[config.mk]
export PLATFORM = sky130hd
export DESIGN_NAME = pcm_linear_interp_resampler
export DESIGN_NICKNAME = d
export VERILOG_FILES = /design/src/design/plir_pkg.sv /design/src/design/pcm_linear_interp_resampler.sv /design/src/design/plir_csr.sv /design/src/design/plir_front.sv /design/src/design/plir_div.sv /design/src/design/plir_back.sv
export SDC_FILE = /design/constraint.sdc
export NUM_CORES = 2
export LEC_CHECK = 0
export ABC_AREA = 1
export ABC_CLOCK_PERIOD_IN_PS = 7640
export BUFFER_PORTS_ARGS = -buffer_cell sky130_fd_sc_hd__buf_2
export CAP_MARGIN = 20
export CORE_MARGIN = 2
export CORE_UTILIZATION = 40
export DETAILED_ROUTE_END_ITERATION = 16
export SYNTH_ARGS = -nofsm -noshare
export SYNTH_HDL_FRONTEND = slang
export SYNTH_SLANG_ARGS = --single-unit
[constraint.sdc]
create_clock -name clock -period 7.64 [get_ports clock]
set_clock_uncertainty 0.05 [all_clocks]
set_input_delay 0.764 -clock clock [delete_from_list [all_inputs] [get_ports clock]]
set_output_delay 0.764 -clock clock [all_outputs]
set_load 0.1 [all_outputs]
[src/design/plir_pkg.sv]
`timescale 1ns / 1ps

package plir_pkg;

   localparam int SampleBits = 16;
   localparam int RateBits   = 18;
   localparam int PhaseBits  = RateBits + 1;
   localparam int MaxResults = 48;
   localparam int CountBits  = $clog2(MaxResults + 1);
   // Products of a sample and a phase weight, and their sum.
   localparam int ProdBits   = SampleBits + PhaseBits;
   // Magnitude of the weighted sum stays below 2^(SampleBits-1) * 2^RateBits.
   localparam int MagBits    = SampleBits - 1 + RateBits;
   localparam int QuotBits   = SampleBits;
   localparam int AddrBits   = 3;
   localparam int DataBits   = 32;

   localparam logic [RateBits-1:0] InRateReset  = RateBits'(16000);
   localparam logic [RateBits-1:0] OutRateReset = RateBits'(16000);

   localparam logic RegInRate  = 1'b0;
   localparam logic RegOutRate = 1'b1;

   localparam int NumStdRates = 11;
   localparam logic [RateBits-1:0] StdRates [NumStdRates] = '{
      RateBits'(8000),  RateBits'(11025), RateBits'(16000), RateBits'(22050),
      RateBits'(32000), RateBits'(44100), RateBits'(48000), RateBits'(88200),
      RateBits'(96000), RateBits'(176400), RateBits'(192000)
   };

   localparam logic signed [SampleBits-1:0] SampleMax =
      {1'b0, {(SampleBits-1){1'b1}}};
   localparam logic signed [SampleBits-1:0] SampleMin =
      {1'b1, {(SampleBits-1){1'b0}}};

   typedef struct packed {
      logic [RateBits-1:0] in_rate;
      logic [RateBits-1:0] out_rate;
      logic                rates_ok;
   } cfg_type;

   typedef struct packed {
      logic signed [SampleBits-1:0] sample;
      logic                         stream_end;
      logic                         rate_error;
   } item_type;

   typedef struct packed {
      logic signed [SampleBits-1:0] sample_out;
      logic                         sample_valid;
      logic                         rate_error;
      logic                         last_out;
   } result_type;

   function automatic logic is_std_rate(input logic [RateBits-1:0] rate);
      logic hit;
      hit = 1'b0;
      for (int i = 0; i < NumStdRates; i++) begin
         if (rate == StdRates[i]) begin
            hit = 1'b1;
         end
      end
      return hit;
   endfunction

endpackage

[src/design/pcm_linear_interp_resampler.sv]
`timescale 1ns / 1ps

// Linear-interpolation resampler for signed mono PCM.
// Input words arrive on req_* (tdata = sample, tlast = end of stream) and
// resampled words leave on rsp_* (tdata = sample, tuser[0] = sample valid,
// tuser[1] = rate error, tlast = final word caused by that input word).
// input_rate (address 0) and output_rate (address 4) are set over csr_*;
// the user must set them only while the block is idle, which the block
// itself does not enforce. Both reset to 16000.
// A two-entry queue takes input words while the engine works and while a
// finished word waits in the output register; a stalled receiver holds the
// engine but not the queue until it fills.
// Each interpolated output takes one compare and one multiply (S_CHECK),
// one add (S_SUM), then the radix-2 divider by output_rate (S_DIV), the
// unit that sets the pace. Past 48 results per word, steps and copies are
// dropped while the phase walks on. The newest result waits until the
// next is known. Reset clears the held sample, the phase and both
// channels; no clearing pass is needed.

module pcm_linear_interp_resampler import plir_pkg::*; (
   input  logic                  clock,
   input  logic                  reset,
   input  logic                  req_tvalid,
   output logic                  req_tready,
   input  logic [SampleBits-1:0] req_tdata,   // sample_in
   input  logic                  req_tlast,   // stream_end
   output logic                  rsp_tvalid,
   input  logic                  rsp_tready,
   output logic [SampleBits-1:0] rsp_tdata,   // sample_out
   output logic [1:0]            rsp_tuser,   // sample_valid, rate_error
   output logic                  rsp_tlast,   // last_out
   input  logic                  csr_psel,
   input  logic                  csr_penable,
   input  logic                  csr_pwrite,
   input  logic [AddrBits-1:0]   csr_paddr,
   input  logic [DataBits-1:0]   csr_pwdata,
   output logic [DataBits-1:0]   csr_prdata,
   output logic                  csr_pready
);

   cfg_type  cfg;
   logic     q_valid;
   item_type q_item;
   logic     q_pop;

   plir_csr u_csr (
      .clock       (clock),
      .reset       (reset),
      .csr_psel    (csr_psel),
      .csr_penable (csr_penable),
      .csr_pwrite  (csr_pwrite),
      .csr_paddr   (csr_paddr),
      .csr_pwdata  (csr_pwdata),
      .csr_prdata  (csr_prdata),
      .csr_pready  (csr_pready),
      .cfg         (cfg)
   );

   plir_front u_front (
      .clock      (clock),
      .reset      (reset),
      .cfg        (cfg),
      .req_tvalid (req_tvalid),
      .req_tready (req_tready),
      .req_tdata  (req_tdata),
      .req_tlast  (req_tlast),
      .q_valid    (q_valid),
      .q_item     (q_item),
      .q_pop      (q_pop)
   );

   plir_back u_back (
      .clock      (clock),
      .reset      (reset),
      .cfg        (cfg),
      .q_valid    (q_valid),
      .q_item     (q_item),
      .q_pop      (q_pop),
      .rsp_tvalid (rsp_tvalid),
      .rsp_tready (rsp_tready),
      .rsp_tdata  (rsp_tdata),
      .rsp_tuser  (rsp_tuser),
      .rsp_tlast  (rsp_tlast)
   );

endmodule

[src/design/plir_csr.sv]
`timescale 1ns / 1ps

module plir_csr import plir_pkg::*; (
   input  logic                clock,
   input  logic                reset,
   input  logic                csr_psel,
   input  logic                csr_penable,
   input  logic                csr_pwrite,
   input  logic [AddrBits-1:0] csr_paddr,
   input  logic [DataBits-1:0] csr_pwdata,
   output logic [DataBits-1:0] csr_prdata,
   output logic                csr_pready,
   output cfg_type             cfg
);

   logic [RateBits-1:0] in_rate_ff, in_rate_in;
   logic [RateBits-1:0] out_rate_ff, out_rate_in;
   logic                wr_en;
   logic                reg_sel;

   assign csr_pready = 1'b1;
   assign wr_en      = csr_psel && csr_penable && csr_pwrite;
   // Registers sit on a 4-byte stride; bit 2 picks the register.
   assign reg_sel    = csr_paddr[2];

   always_comb begin
      in_rate_in  = in_rate_ff;
      out_rate_in = out_rate_ff;
      if (wr_en) begin
         unique case (reg_sel)
            RegInRate:  in_rate_in  = csr_pwdata[RateBits-1:0];
            RegOutRate: out_rate_in = csr_pwdata[RateBits-1:0];
            default:    in_rate_in  = in_rate_ff;
         endcase
      end
   end

   always_ff @(posedge clock) begin
      if (reset) begin
         in_rate_ff  <= InRateReset;
         out_rate_ff <= OutRateReset;
      end else begin
         in_rate_ff  <= in_rate_in;
         out_rate_ff <= out_rate_in;
      end
   end

   always_comb begin
      unique case (reg_sel)
         RegInRate:  csr_prdata = DataBits'(in_rate_ff);
         RegOutRate: csr_prdata = DataBits'(out_rate_ff);
         default:    csr_prdata = '0;
      endcase
   end

   assign cfg.in_rate  = in_rate_ff;
   assign cfg.out_rate = out_rate_ff;
   assign cfg.rates_ok = is_std_rate(out_rate_ff) && (in_rate_ff != '0);

endmodule

[src/design/plir_front.sv]
`timescale 1ns / 1ps

module plir_front import plir_pkg::*; (
   input  logic                  clock,
   input  logic                  reset,
   input  cfg_type               cfg,
   input  logic                  req_tvalid,
   output logic                  req_tready,
   input  logic [SampleBits-1:0] req_tdata,   // sample_in
   input  logic                  req_tlast,   // stream_end
   output logic                  q_valid,
   output item_type              q_item,
   input  logic                  q_pop
);

   // Two-entry queue between the input channel and the engine.
   item_type   slot_ff [2];
   logic       wr_ptr_ff, wr_ptr_in;
   logic       rd_ptr_ff, rd_ptr_in;
   logic [1:0] fill_ff, fill_in;
   logic       push;
   item_type   new_item;

   assign req_tready = (fill_ff != 2'd2);
   assign push       = req_tvalid && req_tready;
   assign q_valid    = (fill_ff != 2'd0);
   assign q_item     = slot_ff[rd_ptr_ff];

   // An unsupported rate setting is decided here, when the word comes in.
   assign new_item.sample     = signed'(req_tdata);
   assign new_item.stream_end = req_tlast;
   assign new_item.rate_error = !cfg.rates_ok;

   always_comb begin
      wr_ptr_in = push ? !wr_ptr_ff : wr_ptr_ff;
      rd_ptr_in = q_pop ? !rd_ptr_ff : rd_ptr_ff;
      fill_in   = fill_ff + 2'(push) - 2'(q_pop);
   end

   always_ff @(posedge clock) begin
      if (reset) begin
         wr_ptr_ff <= 1'b0;
         rd_ptr_ff <= 1'b0;
         fill_ff   <= 2'd0;
      end else begin
         wr_ptr_ff <= wr_ptr_in;
         rd_ptr_ff <= rd_ptr_in;
         fill_ff   <= fill_in;
      end
   end

   always_ff @(posedge clock) begin
      if (push) begin
         slot_ff[wr_ptr_ff] <= new_item;
      end
   end

endmodule

[src/design/plir_div.sv]
`timescale 1ns / 1ps

module plir_div import plir_pkg::*; (
   input  logic                clock,
   input  logic                reset,
   input  logic                start,
   input  logic [MagBits-1:0]  dividend,
   input  logic [RateBits-1:0] divisor,
   output logic                busy,
   output logic [QuotBits-1:0] quotient
);

   localparam int CntBits = $clog2(QuotBits + 1);

   logic [RateBits-1:0] rem_ff, rem_in;
   logic [QuotBits-1:0] shf_ff, shf_in;
   logic [RateBits-1:0] div_ff, div_in;
   logic [CntBits-1:0]  cnt_ff, cnt_in;
   logic                busy_ff, busy_in;
   logic [RateBits:0]   trial;
   logic                fits;

   // The dividend is below divisor * 2^QuotBits, so its upper part starts
   // out smaller than the divisor and only QuotBits steps remain.
   assign trial = {rem_ff, shf_ff[QuotBits-1]};
   assign fits  = (trial >= {1'b0, div_ff});

   always_comb begin
      rem_in  = rem_ff;
      shf_in  = shf_ff;
      div_in  = div_ff;
      cnt_in  = cnt_ff;
      busy_in = busy_ff;
      if (start) begin
         rem_in  = RateBits'(dividend[MagBits-1:QuotBits]);
         shf_in  = dividend[QuotBits-1:0];
         div_in  = divisor;
         cnt_in  = CntBits'(QuotBits);
         busy_in = 1'b1;
      end else if (busy_ff) begin
         rem_in = fits ? RateBits'(trial - {1'b0, div_ff}) : trial[RateBits-1:0];
         shf_in = {shf_ff[QuotBits-2:0], fits};
         cnt_in = cnt_ff - CntBits'(1);
         if (cnt_ff == CntBits'(1)) begin
            busy_in = 1'b0;
         end
      end
   end

   always_ff @(posedge clock) begin
      if (reset) begin
         busy_ff <= 1'b0;
         cnt_ff  <= '0;
      end else begin
         busy_ff <= busy_in;
         cnt_ff  <= cnt_in;
      end
   end

   always_ff @(posedge clock) begin
      rem_ff <= rem_in;
      shf_ff <= shf_in;
      div_ff <= div_in;
   end

   assign busy     = busy_ff;
   assign quotient = shf_ff;

endmodule

[src/design/plir_back.sv]
`timescale 1ns / 1ps

module plir_back import plir_pkg::*; (
   input  logic                  clock,
   input  logic                  reset,
   input  cfg_type               cfg,
   input  logic                  q_valid,
   input  item_type              q_item,
   output logic                  q_pop,
   output logic                  rsp_tvalid,
   input  logic                  rsp_tready,
   output logic [SampleBits-1:0] rsp_tdata,   // sample_out
   output logic [1:0]            rsp_tuser,   // sample_valid, rate_error
   output logic                  rsp_tlast    // last_out
);

   typedef enum logic [2:0] {
      S_IDLE,
      S_CHECK,
      S_SUM,
      S_DIV,
      S_COPY,
      S_FINISH
   } state_type;

   state_type                    state_ff, state_in;
   logic signed [SampleBits-1:0] prev_ff, prev_in;
   logic signed [SampleBits-1:0] cur_ff, cur_in;
   logic                         have_ff, have_in;
   logic                         end_ff, end_in;
   logic [PhaseBits-1:0]         phase_ff, phase_in;
   logic [CountBits-1:0]         count_ff, count_in;
   logic signed [ProdBits-1:0]   p1_ff, p1_in;
   logic signed [ProdBits-1:0]   p2_ff, p2_in;
   logic                         neg_ff, neg_in;
   logic                         pend_valid_ff, pend_valid_in;
   result_type                   pend_ff, pend_in;
   logic                         rsp_valid_ff, rsp_valid_in;
   result_type                   rsp_ff, rsp_in;

   logic [RateBits-1:0]          rin, rout;
   logic [RateBits-1:0]          weight_prev;
   logic signed [RateBits:0]     weight_prev_s, weight_cur_s;
   logic signed [ProdBits-1:0]   num;
   logic signed [ProdBits-1:0]   num_abs;
   logic                         div_start;
   logic                         div_busy;
   logic [QuotBits-1:0]          quot;
   logic signed [SampleBits-1:0] mag;
   result_type                   interp_res, copy_res, marker_res, error_res;
   logic                         out_free;
   logic                         below_out;
   logic                         copy_fits;
   logic                         room;
   logic [PhaseBits-1:0]         phase_step;

   assign rin  = cfg.in_rate;
   assign rout = cfg.out_rate;

   assign out_free   = !rsp_valid_ff || rsp_tready;
   assign below_out  = (phase_ff < PhaseBits'(rout));
   assign copy_fits  = ({1'b0, phase_ff} + (PhaseBits+1)'(rin)) <= (PhaseBits+1)'(rout);
   assign room       = (count_ff < CountBits'(MaxResults));
   assign phase_step = phase_ff + PhaseBits'(rin);

   // Weights of the two neighbors; the phase is below rout inside the loop.
   assign weight_prev   = rout - phase_ff[RateBits-1:0];
   assign weight_prev_s = signed'({1'b0, weight_prev});
   assign weight_cur_s  = signed'({1'b0, phase_ff[RateBits-1:0]});

   assign num     = p1_ff + p2_ff;
   assign num_abs = num[ProdBits-1] ? -num : num;

   plir_div u_div (
      .clock    (clock),
      .reset    (reset),
      .start    (div_start),
      .dividend (num_abs[MagBits-1:0]),
      .divisor  (rout),
      .busy     (div_busy),
      .quotient (quot)
   );

   // The quotient is truncated toward zero; clamp, then restore the sign.
   assign mag = (quot > QuotBits'(SampleMax)) ? SampleMax : signed'(quot);

   always_comb begin
      interp_res.sample_out   = neg_ff ? -mag : mag;
      interp_res.sample_valid = 1'b1;
      interp_res.rate_error   = 1'b0;
      interp_res.last_out     = 1'b0;

      copy_res.sample_out   = (cur_ff == SampleMin) ? -SampleMax : cur_ff;
      copy_res.sample_valid = 1'b1;
      copy_res.rate_error   = 1'b0;
      copy_res.last_out     = 1'b0;

      marker_res.sample_out   = '0;
      marker_res.sample_valid = 1'b0;
      marker_res.rate_error   = 1'b0;
      marker_res.last_out     = 1'b1;

      error_res.sample_out   = '0;
      error_res.sample_valid = 1'b0;
      error_res.rate_error   = 1'b1;
      error_res.last_out     = 1'b0;
   end

   // The newest result is held back one place, so that last_out can be
   // set on it once the item turns out to give no further result.
   always_comb begin
      state_in      = state_ff;
      prev_in       = prev_ff;
      cur_in        = cur_ff;
      have_in       = have_ff;
      end_in        = end_ff;
      phase_in      = phase_ff;
      count_in      = count_ff;
      p1_in         = p1_ff;
      p2_in         = p2_ff;
      neg_in        = neg_ff;
      pend_valid_in = pend_valid_ff;
      pend_in       = pend_ff;
      rsp_valid_in  = rsp_valid_ff && !rsp_tready;
      rsp_in        = rsp_ff;
      q_pop         = 1'b0;
      div_start     = 1'b0;

      unique case (state_ff)
         S_IDLE: begin
            if (q_valid) begin
               q_pop    = 1'b1;
               cur_in   = q_item.sample;
               end_in   = q_item.stream_end;
               count_in = '0;
               if (q_item.rate_error) begin
                  pend_in       = error_res;
                  pend_valid_in = 1'b1;
                  count_in      = CountBits'(1);
                  if (q_item.stream_end) begin
                     have_in  = 1'b0;
                     phase_in = '0;
                  end
                  state_in = S_FINISH;
               end else if (have_ff) begin
                  state_in = S_CHECK;
               end else begin
                  phase_in = '0;
                  prev_in  = q_item.sample;
                  have_in  = 1'b1;
                  state_in = q_item.stream_end ? S_COPY : S_FINISH;
               end
            end
         end

         S_CHECK: begin
            if (below_out) begin
               if (room) begin
                  p1_in    = prev_ff * weight_prev_s;
                  p2_in    = cur_ff * weight_cur_s;
                  state_in = S_SUM;
               end else begin
                  // Result limit reached: the phase still walks on.
                  phase_in = phase_step;
               end
            end else begin
               phase_in = phase_ff - PhaseBits'(rout);
               prev_in  = cur_ff;
               have_in  = 1'b1;
               state_in = end_ff ? S_COPY : S_FINISH;
            end
         end

         S_SUM: begin
            neg_in    = num[ProdBits-1];
            div_start = 1'b1;
            state_in  = S_DIV;
         end

         S_DIV: begin
            if (!div_busy && (!pend_valid_ff || out_free)) begin
               if (pend_valid_ff) begin
                  rsp_valid_in = 1'b1;
                  rsp_in       = pend_ff;
               end
               pend_in       = interp_res;
               pend_valid_in = 1'b1;
               count_in      = count_ff + CountBits'(1);
               phase_in      = phase_step;
               state_in      = S_CHECK;
            end
         end

         S_COPY: begin
            if (copy_fits) begin
               if (!room) begin
                  phase_in = phase_step;
               end else if (!pend_valid_ff || out_free) begin
                  if (pend_valid_ff) begin
                     rsp_valid_in = 1'b1;
                     rsp_in       = pend_ff;
                  end
                  pend_in       = copy_res;
                  pend_valid_in = 1'b1;
                  count_in      = count_ff + CountBits'(1);
                  phase_in      = phase_step;
               end
            end else begin
               have_in  = 1'b0;
               phase_in = '0;
               state_in = S_FINISH;
            end
         end

         S_FINISH: begin
            if (pend_valid_ff) begin
               if (out_free) begin
                  rsp_valid_in    = 1'b1;
                  rsp_in          = pend_ff;
                  rsp_in.last_out = 1'b1;
                  pend_valid_in   = 1'b0;
                  state_in        = S_IDLE;
               end
            end else if (end_ff) begin
               // End of stream with nothing emitted: a bare marker word.
               if (out_free) begin
                  rsp_valid_in = 1'b1;
                  rsp_in       = marker_res;
                  state_in     = S_IDLE;
               end
            end else begin
               state_in = S_IDLE;
            end
         end

         default: state_in = S_IDLE;
      endcase
   end

   always_ff @(posedge clock) begin
      if (reset) begin
         state_ff      <= S_IDLE;
         have_ff       <= 1'b0;
         phase_ff      <= '0;
         prev_ff       <= '0;
         count_ff      <= '0;
         end_ff        <= 1'b0;
         pend_valid_ff <= 1'b0;
         rsp_valid_ff  <= 1'b0;
      end else begin
         state_ff      <= state_in;
         have_ff       <= have_in;
         phase_ff      <= phase_in;
         prev_ff       <= prev_in;
         count_ff      <= count_in;
         end_ff        <= end_in;
         pend_valid_ff <= pend_valid_in;
         rsp_valid_ff  <= rsp_valid_in;
      end
   end

   always_ff @(posedge clock) begin
      cur_ff  <= cur_in;
      p1_ff   <= p1_in;
      p2_ff   <= p2_in;
      neg_ff  <= neg_in;
      pend_ff <= pend_in;
      rsp_ff  <= rsp_in;
   end

   assign rsp_tvalid = rsp_valid_ff;
   assign rsp_tdata  = rsp_ff.sample_out;
   assign rsp_tuser  = {rsp_ff.rate_error, rsp_ff.sample_valid};
   assign rsp_tlast  = rsp_ff.last_out;

   a_count_limit: assert property (@(posedge clock) disable iff (reset)
      count_ff <= CountBits'(MaxResults))
      else $error("result count exceeds the per-word limit");

   a_idle_no_pend: assert property (@(posedge clock) disable iff (reset)
      state_ff == S_IDLE |-> !pend_valid_ff)
      else $error("held result left behind at end of word");

   a_error_is_last: assert property (@(posedge clock) disable iff (reset)
      rsp_valid_ff && rsp_ff.rate_error |-> rsp_ff.last_out && !rsp_ff.sample_valid)
      else $error("rate error word is not a lone final word");

   a_marker_is_last: assert property (@(posedge clock) disable iff (reset)
      rsp_valid_ff && !rsp_ff.sample_valid |-> rsp_ff.last_out)
      else $error("non-sample word is not marked last");

endmodule

==> results.md <==
- Setup ws final: 0.207 ns
- Utilization after layout: 45.1%
- Main flop type after synthesis: edfxtp_1
- Post-DP HPWL: 109000 um
- Post-synthesis mux area share: 0.0250%
- FFs w/ async S/R, synth: 0%
- Die X: 321 um
- Worst EP arrival: 7.70 ns
- Status: finished, final reports clean
- Worst path slowest cell: fa_1
- Root buffer cell: clkbuf_16
- Die height: 321 um
- Placed cells: 6644
- Hold Vio Cnt, Final: 0
- Required @ worst endpoint: 7.91 ns
- Fmax: 135 MHz
- Largest net degree at the start of global routing: 64
- GR Util All Layers: 25.8%
- DRC Markers: 0
- Max-slew violations: 0
- Total number of vias: 34700
- Fin crit share: 97.3%
- Syn Inst Count: 5258
- Detail Route Antenna Nets: 0
- GRT Residual Overflow: 0
- Placed instance area: 42700 um2
- Total number of H-tree levels: 2
- Clk buf depth: 3
- Area occupied by multi-input gates: 27400 um2
- TritonCTS clock tree: built
- Register area: 8260 um2
- Final Instance Count excl. Fillers: 6738
- Synthesized area: 40100 um2
- Yosys reg bits: 307
- Starting Density: 40.2%
- Final WL: 133000 um
- CTS Sinks: 307
- Setup WS pre-CTS: -0.0373 ns
- Area Overhead vs Synth: 12.0%
- Std-Cell Rows: 116
- CP Max Fanout: 5
- Critical path origin: u_back.phase_ff[8]
- Wire per inst: 19.8 um
- R2R Path Start: u_back.phase_ff[8]
- Hold Startpoint: req_tdata[6]
- Worst setup SP type: flop
- Die area: 103000 um2
- Fillers: 10100
- Compound-Gate Fraction of Synth Area: 8.40%
- First-pass GRT wire length: 202000 um
- Met2 global-route usage: 42.7%
- Critical path class: flop to flop
- Number of synthesis warnings: 0
- Commonest non-fill, non-tap cell in the layout: nand2_1
- CTS buffer count: 40
- HP Class: input pin to flop
- Buffers on Ports: 81
- GR peak layer: met2
- CP dominant cell by count: fa_1
- Synth Area in Adders: 34.3%
- Met1 usage: 34.0%
- Post-synthesis simple-gate area fraction: 21.1%
- Unique masters post-synth: 73
- Worst Max-Slew Pin Slew: 1.06 ns
- Final Cell Area: 44900 um2
- Drt first pass iters: 5
- Worst setup EP type: flop
- Xor and xnor area share after synthesis: 2.95%
- Ports: 113
- Hold Buf Count CTS: 0
- Core ar.: 99700 um2
- Min Tclk post-route: 7.43 ns
- GP Congestion: 0.949
- DR iter-0 viols: 2642
- Clock slew at reported path FFs: 0.06 ns
- Main combinational cell family by area after synthesis: adder cells
- Vias per cell: 5.15
- Biggest cell delay along the critical path: 0.64 ns
- Final setup violation count: 0
- Commonest cells after routing, fill and taps aside: nand2_1, inv_1, fa_1, nor2_1, ha_1
- Nets: 6297
- Global routing usage on met3: 4.05%
- Clk_lat worst skew: 0.59 ns
- Sequential-to-total area share from yosys stat: 20.6%
- Syn_area_per_cell: 7.63 um2
- Number of synthesized flops with an enable pin: 211
- Share of layout cells above drive strength 1: 9.14%
- Vias in the first global route: 34000
- Max Cap Viol: 0
- Initial antenna violation count: 3
- Slew HR: 29.1%
## logic make-up after synthesis
family / count (synthesis)
mux: 1
flops: 307
buf+inv: 1308
compound gates: 598
fa+ha+maj: 831
simple gates: 2076
xor+xnor: 135
other cells: 2
## registers in the layout, summed over array words and instances, names as in the netlist, 2 cells and up, named ones only
name and cells:
u_csr.out_rate_ff 18, u_back.count_ff 6, u_front.fill_ff 2, u_back.phase_ff 19
u_back.u_div.rem_ff 18, u_back.state_ff 3, u_back.u_div.quotient 16, u_back.cur_ff 16
u_back.pend_ff 18, u_back.prev_ff 16, u_csr.in_rate_ff 18, u_back.rsp_tuser 2
u_back.u_div.div_ff 18, u_front.slot_ff 36, u_back.rsp_tdata 16, u_back.p1_ff 35
u_back.p2_ff 35, u_back.u_div.cnt_ff 5
## cells in the mapped netlist (all sizes together), types with 6 or more instances
cell type	instances	area, um2
o21ai	205	1030
clkbuf	121	458
o211ai	13	97.6
nand2	1329	5030
o22ai	7	43.8
a211oi	22	165
or2	14	90.1
nand3b	6	45.0
dfxtp	96	1920
a21o	7	52.6
inv	1126	4230
nor3	53	290
ha	382	4780
nor4	21	138
a21oi	263	1340
o31ai	7	52.6
xor2	96	841
nand4	53	353
fa	449	8990
a31oi	15	93.8
clkinv	8	31.3
nand3	155	796
nor2	434	1660
xnor2	39	342
edfxtp	211	6340
o21bai	9	78.8
buf	53	328
a21boi	11	86.3
o21a	14	105
## path summary, 6_finish.rpt
kind | end | slack (ns) | cells past startpoint
max reg2reg | u_back.p1_ff[32] | 0.21 | 28
min reg2reg | flop | 0.40 | 1
max | u_back.p1_ff[32] | 0.21 | 28
min | u_front.slot_ff[0][8] | 0.32 | 1
## area by class of cell
| type | instances | area share [%] |
|---|---|---|
| antenna | 2 | 0.0111 |
| tap | 1298 | 3.61 |
| clock inverter | 30 | 1.03 |
| inverter | 1134 | 9.53 |
| multi-input combinational | 3656 | 60.9 |
| timing repair buffer | 268 | 4.25 |
| clock buffer | 43 | 2.28 |
| sequential | 307 | 18.4 |
## critical path: cells and delay by family (launching register included)
kind / cells / cell delay, ns
fa+ha+maj: 8 / 3.46
compound gates: 6 / 1.25
simple gates: 8 / 0.94
buf+inv: 5 / 0.79
flops: 1 / 0.49
xor+xnor: 1 / 0.18
## metrics by stage
stage / hold slack, ns / TNS (ns)
final: 0.321 / 0
after global routing: 0.311 / -0.0699
after CTS: 0.297 / -0.0520
after detailed placement: 0.388 / -0.0541
after global placement: 0.383 / 0
after floorplan: 0.375 / 0
## per-layer routing
metal,part of all wire (%),vias up
met2,47,1078
met5,0.030,-
met4,4.1,6
met3,6.9,254
met1,42,16800
li1,-,16600
## repair_timing
item / CTS / global route
endpoints found under the hold margin: 0 / 0
endpoints found under the setup margin: 3 / 21
buffers inserted: 1 / 16
resized for setup: 1 / 130
pin swaps: 0 / 56
Power is not shown: default switching activity piles up to over one toggle a cycle in this logic, so the estimate is an artifact.
